<file path="src/hdl/fdef_pkg.sv">
package fdef_pkg;

    localparam int SECTOR_BYTES_DEFAULT = 512;
    localparam int ENTRY_BYTES = 32;
    localparam int OFF_W = $clog2(ENTRY_BYTES);
    localparam int CFG_INDEX_W = 2;
    localparam int CFG_DATA_W = 16;
    localparam int CLUSTER_W = 28;

    localparam logic [7:0] MARK_DELETED = 8'hE5;
    localparam logic [7:0] MARK_END = 8'h00;
    localparam logic [7:0] ATTR_HIDDEN_MASK = 8'h0E;
    localparam logic [7:0] ATTR_DIR = 8'h10;
    localparam logic [7:0] CLUS_TOP_MASK = 8'h0F;

    // Byte offsets inside one directory entry.
    localparam logic [OFF_W-1:0] OFF_FIRST = OFF_W'(0);
    localparam logic [OFF_W-1:0] OFF_ATTR = OFF_W'(11);
    localparam logic [OFF_W-1:0] OFF_CLUS_HI_LO = OFF_W'(20);
    localparam logic [OFF_W-1:0] OFF_CLUS_HI_HI = OFF_W'(21);
    localparam logic [OFF_W-1:0] OFF_CLUS_LO_LO = OFF_W'(26);
    localparam logic [OFF_W-1:0] OFF_CLUS_LO_HI = OFF_W'(27);
    localparam logic [OFF_W-1:0] OFF_LAST = OFF_W'(ENTRY_BYTES - 1);

    typedef enum logic [1:0] {
        REQ_START    = 2'd0,
        REQ_DATA     = 2'd1,
        REQ_READ_ERR = 2'd2,
        REQ_UNUSED   = 2'd3
    } req_e;

    typedef enum logic [CFG_INDEX_W-1:0] {
        CFG_TARGET_ENTRY = 2'd0,
        CFG_SECTORS      = 2'd1,
        CFG_FAT32_MODE   = 2'd2,
        CFG_NONE         = 2'd3
    } cfg_index_e;

    typedef struct packed {
        logic [1:0] req_type;
        logic [7:0] data_byte;
    } in_word_t;

    typedef struct packed {
        logic                 found;
        logic [CLUSTER_W-1:0] start_cluster;
        logic                 is_directory;
    } out_word_t;

    typedef struct packed {
        logic [15:0] target_entry;
        logic [7:0]  sectors_per_cluster;
        logic        fat32_mode;
    } cfg_t;

endpackage

</file>
<file path="src/hdl/fat_directory_entry_finder.sv">
// FAT directory entry finder.
// The input channel (in_valid, in_stall, in_word) carries one request word per
// cycle unless stalled: a start word opens a search, data words bring the
// directory cluster bytes in order, and a read-error word aborts the search.
// The finder counts the visible 32-byte entries and, when the target entry
// completes, sends one output word (out_valid, out_stall, out_word) with the
// start cluster and the directory flag. End-of-directory marks, the end of the
// cluster, read errors and a target entry with a zero cluster that is not a
// directory produce a single not-found word instead. A word is registered on
// acceptance and judged from the input register, and its result is held in
// the output register on out_valid until it is taken.
// One word is accepted every cycle in which in_stall is low; the scan state is
// a set of counters and byte captures updated once per word.
// When the receiver stalls, the result stays in the output register, the scan
// pauses, and the input side stalls while a word waits in the input register.
// Configuration (cfg_valid, cfg_ready, cfg_index, cfg_data) is always ready
// and is meant to be written between searches.
// Reset clears all control state, returns to idle and loads target entry 1,
// one sector per cluster and FAT32 mode.
module fat_directory_entry_finder #(
    parameter int SECTOR_BYTES = fdef_pkg::SECTOR_BYTES_DEFAULT
) (
    input  logic                              clk,
    input  logic                              rst_n,
    input  logic                              in_valid,
    output logic                              in_stall,
    input  fdef_pkg::in_word_t                in_word,
    output logic                              out_valid,
    input  logic                              out_stall,
    output fdef_pkg::out_word_t               out_word,
    input  logic                              cfg_valid,
    output logic                              cfg_ready,
    input  logic [fdef_pkg::CFG_INDEX_W-1:0]  cfg_index,
    input  logic [fdef_pkg::CFG_DATA_W-1:0]   cfg_data
);
    import fdef_pkg::*;

    cfg_t      cfg;
    logic      in_valid_reg;
    in_word_t  in_word_reg;
    logic      out_valid_reg;
    out_word_t out_word_reg;
    logic      advance;
    logic      res_valid;
    out_word_t res;

    // The pipeline moves whenever the output register is empty or being taken.
    assign advance = !out_valid_reg || !out_stall;
    assign in_stall = in_valid_reg && !advance;
    assign out_valid = out_valid_reg;
    assign out_word = out_word_reg;

    fdef_cfg_regs u_cfg (
        .clk       (clk),
        .rst_n     (rst_n),
        .cfg_valid (cfg_valid),
        .cfg_ready (cfg_ready),
        .cfg_index (cfg_index),
        .cfg_data  (cfg_data),
        .cfg       (cfg)
    );

    fdef_scan #(
        .SECTOR_BYTES (SECTOR_BYTES)
    ) u_scan (
        .clk       (clk),
        .rst_n     (rst_n),
        .proc      (in_valid_reg && advance),
        .word      (in_word_reg),
        .cfg       (cfg),
        .res_valid (res_valid),
        .res       (res)
    );

    always_ff @(posedge clk or negedge rst_n)
    begin
        if (!rst_n)
        begin
            in_valid_reg <= 1'b0;
            out_valid_reg <= 1'b0;
        end
        else
        begin
            if (!in_stall)
                in_valid_reg <= in_valid;
            if (advance)
                out_valid_reg <= in_valid_reg && res_valid;
        end
    end

    always_ff @(posedge clk)
    begin
        if (in_valid && !in_stall)
            in_word_reg <= in_word;
        if (advance && in_valid_reg && res_valid)
            out_word_reg <= res;
    end

endmodule

</file>
<file path="src/hdl/fdef_cfg_regs.sv">
module fdef_cfg_regs (
    input  logic                                clk,
    input  logic                                rst_n,
    input  logic                                cfg_valid,
    output logic                                cfg_ready,
    input  logic [fdef_pkg::CFG_INDEX_W-1:0]    cfg_index,
    input  logic [fdef_pkg::CFG_DATA_W-1:0]     cfg_data,
    output fdef_pkg::cfg_t                      cfg
);
    import fdef_pkg::*;

    cfg_t cfg_reg;
    cfg_t cfg_next;

    assign cfg_ready = 1'b1;
    assign cfg = cfg_reg;

    always_comb
    begin
        cfg_next = cfg_reg;
        if (cfg_valid)
        begin
            case (cfg_index_e'(cfg_index))
                CFG_TARGET_ENTRY: cfg_next.target_entry = cfg_data;
                CFG_SECTORS:      cfg_next.sectors_per_cluster = cfg_data[7:0];
                CFG_FAT32_MODE:   cfg_next.fat32_mode = cfg_data[0];
                default:          cfg_next = cfg_reg;
            endcase
        end
    end

    always_ff @(posedge clk or negedge rst_n)
    begin
        if (!rst_n)
        begin
            cfg_reg.target_entry <= 16'd1;
            cfg_reg.sectors_per_cluster <= 8'd1;
            cfg_reg.fat32_mode <= 1'b1;
        end
        else
        begin
            cfg_reg <= cfg_next;
        end
    end

endmodule

</file>
<file path="src/hdl/fdef_scan.sv">
module fdef_scan #(
    parameter int SECTOR_BYTES = fdef_pkg::SECTOR_BYTES_DEFAULT
) (
    input  logic                 clk,
    input  logic                 rst_n,
    input  logic                 proc,
    input  fdef_pkg::in_word_t   word,
    input  fdef_pkg::cfg_t       cfg,
    output logic                 res_valid,
    output fdef_pkg::out_word_t  res
);
    import fdef_pkg::*;

    localparam int BW = $clog2(SECTOR_BYTES);
    localparam int EVAL_LIMIT = SECTOR_BYTES - (SECTOR_BYTES % ENTRY_BYTES);
    localparam logic [BW-1:0] LAST_BYTE = BW'(SECTOR_BYTES - 1);
    localparam logic [BW:0] EVAL_LIMIT_C = (BW + 1)'(EVAL_LIMIT);

    logic                 searching_reg, searching_next;
    logic [BW-1:0]        byte_reg, byte_next;
    logic [7:0]           sector_reg, sector_next;
    logic [15:0]          visible_reg, visible_next;
    logic [7:0]           first_reg, first_next;
    logic [7:0]           attr_reg, attr_next;
    logic [CLUSTER_W-1:0] clus_reg, clus_next;

    logic [OFF_W-1:0]     off;
    logic [7:0]           b;
    logic [15:0]          vis_inc;
    logic [8:0]           sector_inc;
    logic                 eval;
    logic                 visible;
    logic                 dir;
    logic                 matched;

    assign off = byte_reg[OFF_W-1:0];
    assign b = word.data_byte;
    assign vis_inc = visible_reg + 16'd1;
    assign sector_inc = {1'b0, sector_reg} + 9'd1;

    always_comb
    begin
        searching_next = searching_reg;
        byte_next = byte_reg;
        sector_next = sector_reg;
        visible_next = visible_reg;
        first_next = first_reg;
        attr_next = attr_reg;
        clus_next = clus_reg;
        res_valid = 1'b0;
        res = '0;
        eval = 1'b0;
        visible = 1'b0;
        dir = 1'b0;
        matched = 1'b0;

        if (proc)
        begin
            case (req_e'(word.req_type))
                REQ_START:
                begin
                    searching_next = 1'b1;
                    byte_next = '0;
                    sector_next = '0;
                    visible_next = '0;
                    first_next = '0;
                    attr_next = '0;
                    clus_next = '0;
                end
                REQ_READ_ERR:
                begin
                    if (searching_reg)
                    begin
                        res_valid = 1'b1;
                        searching_next = 1'b0;
                    end
                end
                REQ_DATA:
                begin
                    if (searching_reg)
                    begin
                        case (off)
                            OFF_FIRST:
                            begin
                                first_next = b;
                                attr_next = '0;
                                clus_next = '0;
                            end
                            OFF_ATTR: attr_next = b;
                            OFF_CLUS_HI_LO:
                                if (cfg.fat32_mode)
                                    clus_next = clus_reg | {4'd0, b, 16'd0};
                            OFF_CLUS_HI_HI:
                                if (cfg.fat32_mode)
                                    clus_next = clus_reg
                                                | {b[3:0] & CLUS_TOP_MASK[3:0], 24'd0};
                            OFF_CLUS_LO_LO: clus_next = clus_reg | {20'd0, b};
                            OFF_CLUS_LO_HI: clus_next = clus_reg | {12'd0, b, 8'd0};
                            default: ;
                        endcase

                        if (off == OFF_FIRST && b == MARK_END)
                        begin
                            res_valid = 1'b1;
                            searching_next = 1'b0;
                        end
                        else
                        begin
                            // The decision on an entry falls on its last byte; a partial
                            // entry at the tail of a ragged sector is never judged.
                            eval = (off == OFF_LAST) && ({1'b0, byte_reg} < EVAL_LIMIT_C);
                            visible = (first_next != MARK_DELETED) &&
                                      ((attr_next & ATTR_HIDDEN_MASK) == 8'd0);
                            dir = (attr_next & ATTR_DIR) != 8'd0;
                            if (eval && visible)
                            begin
                                visible_next = vis_inc;
                                if (cfg.target_entry != 16'd0 && vis_inc == cfg.target_entry)
                                begin
                                    matched = 1'b1;
                                    res_valid = 1'b1;
                                    searching_next = 1'b0;
                                    if (clus_next != '0 || dir)
                                    begin
                                        res.found = 1'b1;
                                        res.start_cluster = clus_next;
                                        res.is_directory = dir;
                                    end
                                end
                            end

                            if (!matched)
                            begin
                                if (byte_reg == LAST_BYTE)
                                begin
                                    byte_next = '0;
                                    sector_next = sector_inc[7:0];
                                    if (sector_inc >= {1'b0, cfg.sectors_per_cluster})
                                    begin
                                        res_valid = 1'b1;
                                        searching_next = 1'b0;
                                    end
                                end
                                else
                                begin
                                    byte_next = byte_reg + BW'(1);
                                end
                            end
                        end
                    end
                end
                default: ;
            endcase
        end
    end

    always_ff @(posedge clk or negedge rst_n)
    begin
        if (!rst_n)
        begin
            searching_reg <= 1'b0;
            byte_reg <= '0;
            sector_reg <= '0;
            visible_reg <= '0;
            first_reg <= '0;
            attr_reg <= '0;
            clus_reg <= '0;
        end
        else
        begin
            searching_reg <= searching_next;
            byte_reg <= byte_next;
            sector_reg <= sector_next;
            visible_reg <= visible_next;
            first_reg <= first_next;
            attr_reg <= attr_next;
            clus_reg <= clus_next;
        end
    end

`ifndef NO_ASSERTIONS
    a_result_ends_search: assert property (@(posedge clk) disable iff (!rst_n)
        res_valid |=> !searching_reg)
        else $error("search still running after a result");

    a_found_payload: assert property (@(posedge clk) disable iff (!rst_n)
        (res_valid && res.found) |-> (res.start_cluster != '0 || res.is_directory))
        else $error("found entry with zero cluster that is not a directory");

    a_not_found_payload: assert property (@(posedge clk) disable iff (!rst_n)
        (res_valid && !res.found) |-> (res.start_cluster == '0 && !res.is_directory))
        else $error("not-found word carries a payload");

    a_no_result_when_idle: assert property (@(posedge clk) disable iff (!rst_n)
        res_valid |-> searching_reg)
        else $error("result produced while idle");
`endif

endmodule
</file>
<file path="config.mk">
export PLATFORM = sky130hd
export DESIGN_NAME = fat_directory_entry_finder
export DESIGN_NICKNAME = d
export VERILOG_FILES = /design/src/hdl/fdef_pkg.sv /design/src/hdl/fat_directory_entry_finder.sv /design/src/hdl/fdef_cfg_regs.sv /design/src/hdl/fdef_scan.sv
export SDC_FILE = /design/constraint.sdc
export NUM_CORES = 1
export LEC_CHECK = 0
export ABC_AREA = 1
export BUFFER_PORTS_ARGS = -buffer_cell sky130_fd_sc_hd__buf_2
export CAP_MARGIN = 40
export CORE_AREA = 3 3 151 153
export CTS_CLUSTER_DIAMETER = 150
export DETAILED_ROUTE_END_ITERATION = 10
export DIE_AREA = 0 0 154 156
export HOLD_SLACK_MARGIN = 0.02
export PLACE_DENSITY_LB_ADDON = 0.08
export SLEW_MARGIN = 0
export SYNTH_ARGS = -nofsm -noshare
export SYNTH_HDL_FRONTEND = slang
export SYNTH_SLANG_ARGS = --single-unit
</file>
<file path="constraint.sdc">
create_clock -name clk -period 4.3 [get_ports clk]
set_input_delay 0.215 -clock clk [delete_from_list [all_inputs] [get_ports clk]]
set_output_delay 0.215 -clock clk [all_outputs]
set_load 0.05 [all_outputs]
</file>
==> reports/metrics.cfg <==
[worst_setup_path]
path_max_fanout = 30
critPathKind = register to register
timing.rr.start = u_scan.byte_reg[4]
rrSetupSlack_ps = 1200
worstPathArrival_ps = 3260
rr_worst_depth = 10
worstPathRequired_ps = 4460
worstSetupStartpointType = register
rr_endpoint = out_word[19]
end_kind = register

[global_route]
overflow = 0
grt_pass1_wl_mm = 33.30
grt_pass1_vias = 6145
grt.total_usage_pct = 17.41
grt_max_degree = 56
antenna_found_initial = 0

[routing]
drtIter0Drc = 379
drc = 0
antenna_left = 0
vias = 6445
route.detailed.vias_per_inst = 4.806
post_drt_wl_per_cell_um = 15.23
wirelength_mm = 20.42
dr.pass1.iters = 7

[timing]
worstMarginPinSlew_ps = 688.0
maxSlewHeadroom_pct = 54.07
setup_tns_ps = 0
hold_violations = 0
fin_crit_sh_pct = 72.06
finalClockSkew_ps = 9.914
setup_viol_count_final = 0
period_needed_ps = 3098
rsz0062_at_grt = no
fmax_mhz = 322.7
slew_violations = 0
whs_ps = 29.29

[clocking]
clock-root-buffer = clkbuf_16
clockBufferDepth = 2
cts_num_sinks = 141
cts_resized = 0
clkLatencyLatePin_ps = 420
numCtsBuffers = 17
htree_levels = 4
cts_tree = done
path_clk_slew_ps = 70

[power]
leakagePower_nw = 4.302
ir_worst_vdd_mv = 0.2130
power_density_nw_per_um2 = 389.4

[yosys]
avgSynthCellArea_um2 = 7.952
ys.flop_type = dfrtp_1
yosysUniqueCellTypes = 42
synth_top_area_cell = dfrtp_1
yosys-top-cells-area = dfrtp_1 32%, edfxtp_1 15%, nand2_1 10%
ys_seq_elements = 141
synth_edf_count = 40
synth_top_cell_area_share_pct = 31.63
yosys_warnings = 0
ys_seq_area_share_pct = 48.14
syn_inst = 975
async_reset_ff_share_pct = 71.63
syn_nets = 1028
syn_area_um2 = 7754

[placed_design]
place.gp.congestion = 0.8219
dpl_cell_area_um2 = 8346
port_buffers = 64
post-dp-hpwl_mm = 14.79
dp_cells = 1296

[floorplanning]
num_rows = 54
dieHeight_um = 156
dieArea_um2 = 24020
fp.dieW_um = 154
io_pins = 66
core-area_um2 = 21690
start_util_pct = 35.75

[hold_path]
hold_path_end = u_cfg.cfg[19]
hold_path.class = primary input to register
holdPathStages = 3
min_from = cfg_data[10]

[final_layout]
final_common_cell = nand2_1
area_delta_synth_final_pct = 16.91
fin_cells = 1341
nFillCells = 2218
drive_gt1_share_pct = 12.91
num-nets-final = 1101
antenna_cells = 0
largest_reg_flops = 30
layout_common_cells = 207 x nand2_1, 167 x inv_1, 100 x nor2_1, 98 x dfrtp_1, 85 x nand3_1
final_cell_area_um2 = 9065

[run_status]
status = finished clean

[run]
cap_violations = 0

## where the power goes
part           internal (W)  total [W]  switching (W)  leakage (nW)
clock network      0.000869    0.00149       0.000625         0.286
logic              0.000165   0.000495       0.000329          2.24
registers           0.00146    0.00154      0.0000782          1.78
total               0.00250    0.00353        0.00103          4.30
## worst max-delay path by stage
| stage | start | end | slack (ps) | depth (start not counted) |
|---|---|---|---|---|
| finish | u_scan.byte_reg[4] | out_word[19] | 1200 | 10 |
| global route | u_scan.byte_reg[4] | out_word[16] | 930 | 10 |
| CTS | u_scan.byte_reg[4] | out_word[19] | 1190 | 10 |
| detailed placement | u_scan.byte_reg[4] | out_word[19] | 1190 | 10 |
| global placement | u_scan.sector_reg[0] | out_word[11] | 1270 | 16 |
| floorplan | u_scan.sector_reg[0] | out_word[0] | 1280 | 15 |
## critical path: stages, from the launching register on
cell	delay (ps)
dfrtp_1	490
nor2_2	390
nand2_2	370
inv_2	400
o21ai_0	170
nor3_1	220
nand3_1	90
nor2_1	130
nand3_1	130
nand3b_4	330
nor2_1	100
## synth_stat cells (4+ instances only)
library cell / n
nand2_1: 207
xor2_1: 7
nor3_1: 8
buf_6: 4
ha_1: 20
buf_2: 6
buf_4: 5
o22ai_1: 49
xnor2_1: 4
o21ai_1: 10
dfrtp_1: 98
nand2_2: 7
nor2_1: 100
inv_1: 167
nor2_2: 6
o21ai_0: 54
nand4_1: 30
nand3_1: 85
edfxtp_1: 40
a21oi_1: 18
clkbuf_1: 15
## cell type report
type                       count  area [um2]  area share, %
timing repair buffer          84       533.0          5.880
inverter                     172       645.6          7.122
clock inverter                14       160.2          1.767
clock buffer                  18       429.2          4.734
multi-input combinational    632        3214          35.46
tap                          280       350.3          3.865
sequential                   141        3732          41.17
## metrics by stage
stage	util, %	power, W	worst slack, ps
finish	41.80	0.003530	1202
global route	41.80	0.003723	932.8
CTS	41.80	0.003574	1191
detailed placement	38.48	0.002054	1193
global placement	38.28	0.002050	1270
floorplan	-	0.001897	1283
## logic make-up (layout without fill, tap and decap cells)
kind of cell               Yosys count  count (layout)  share of synthesized area (%)
and+or+nand+nor                    461             461                          26.80
buffers and inverters              202             288                          10.51
adders and majority gates           20              20                          3.227
xor gates and xnor gates            11              11                          1.243
DFF                                141             141                          48.14
other                                1               1                        0.04836
AOI/OAI and AO/OA                  139             139                          10.04
## what timing repair did
action	4_1_cts	5_1_grt
hold buffers	13	0
hold endpoints to repair	33	0
buffers inserted	0	0
## per-layer routing
| layer | track usage, % | vias to the layer above | wire length [um] |
|---|---|---|---|
| met2 | 28.37 | 130 | 9574 |
| met1 | 24.13 | 2973 | 10040 |
| li1 | - | 3333 | - |
| met4 | 3.743 | 0 | 150 |
| met3 | 3.606 | 9 | 654 |
| met5 | 0 | - | 0 |
Note: power is estimated with default switching activity, not from simulation.
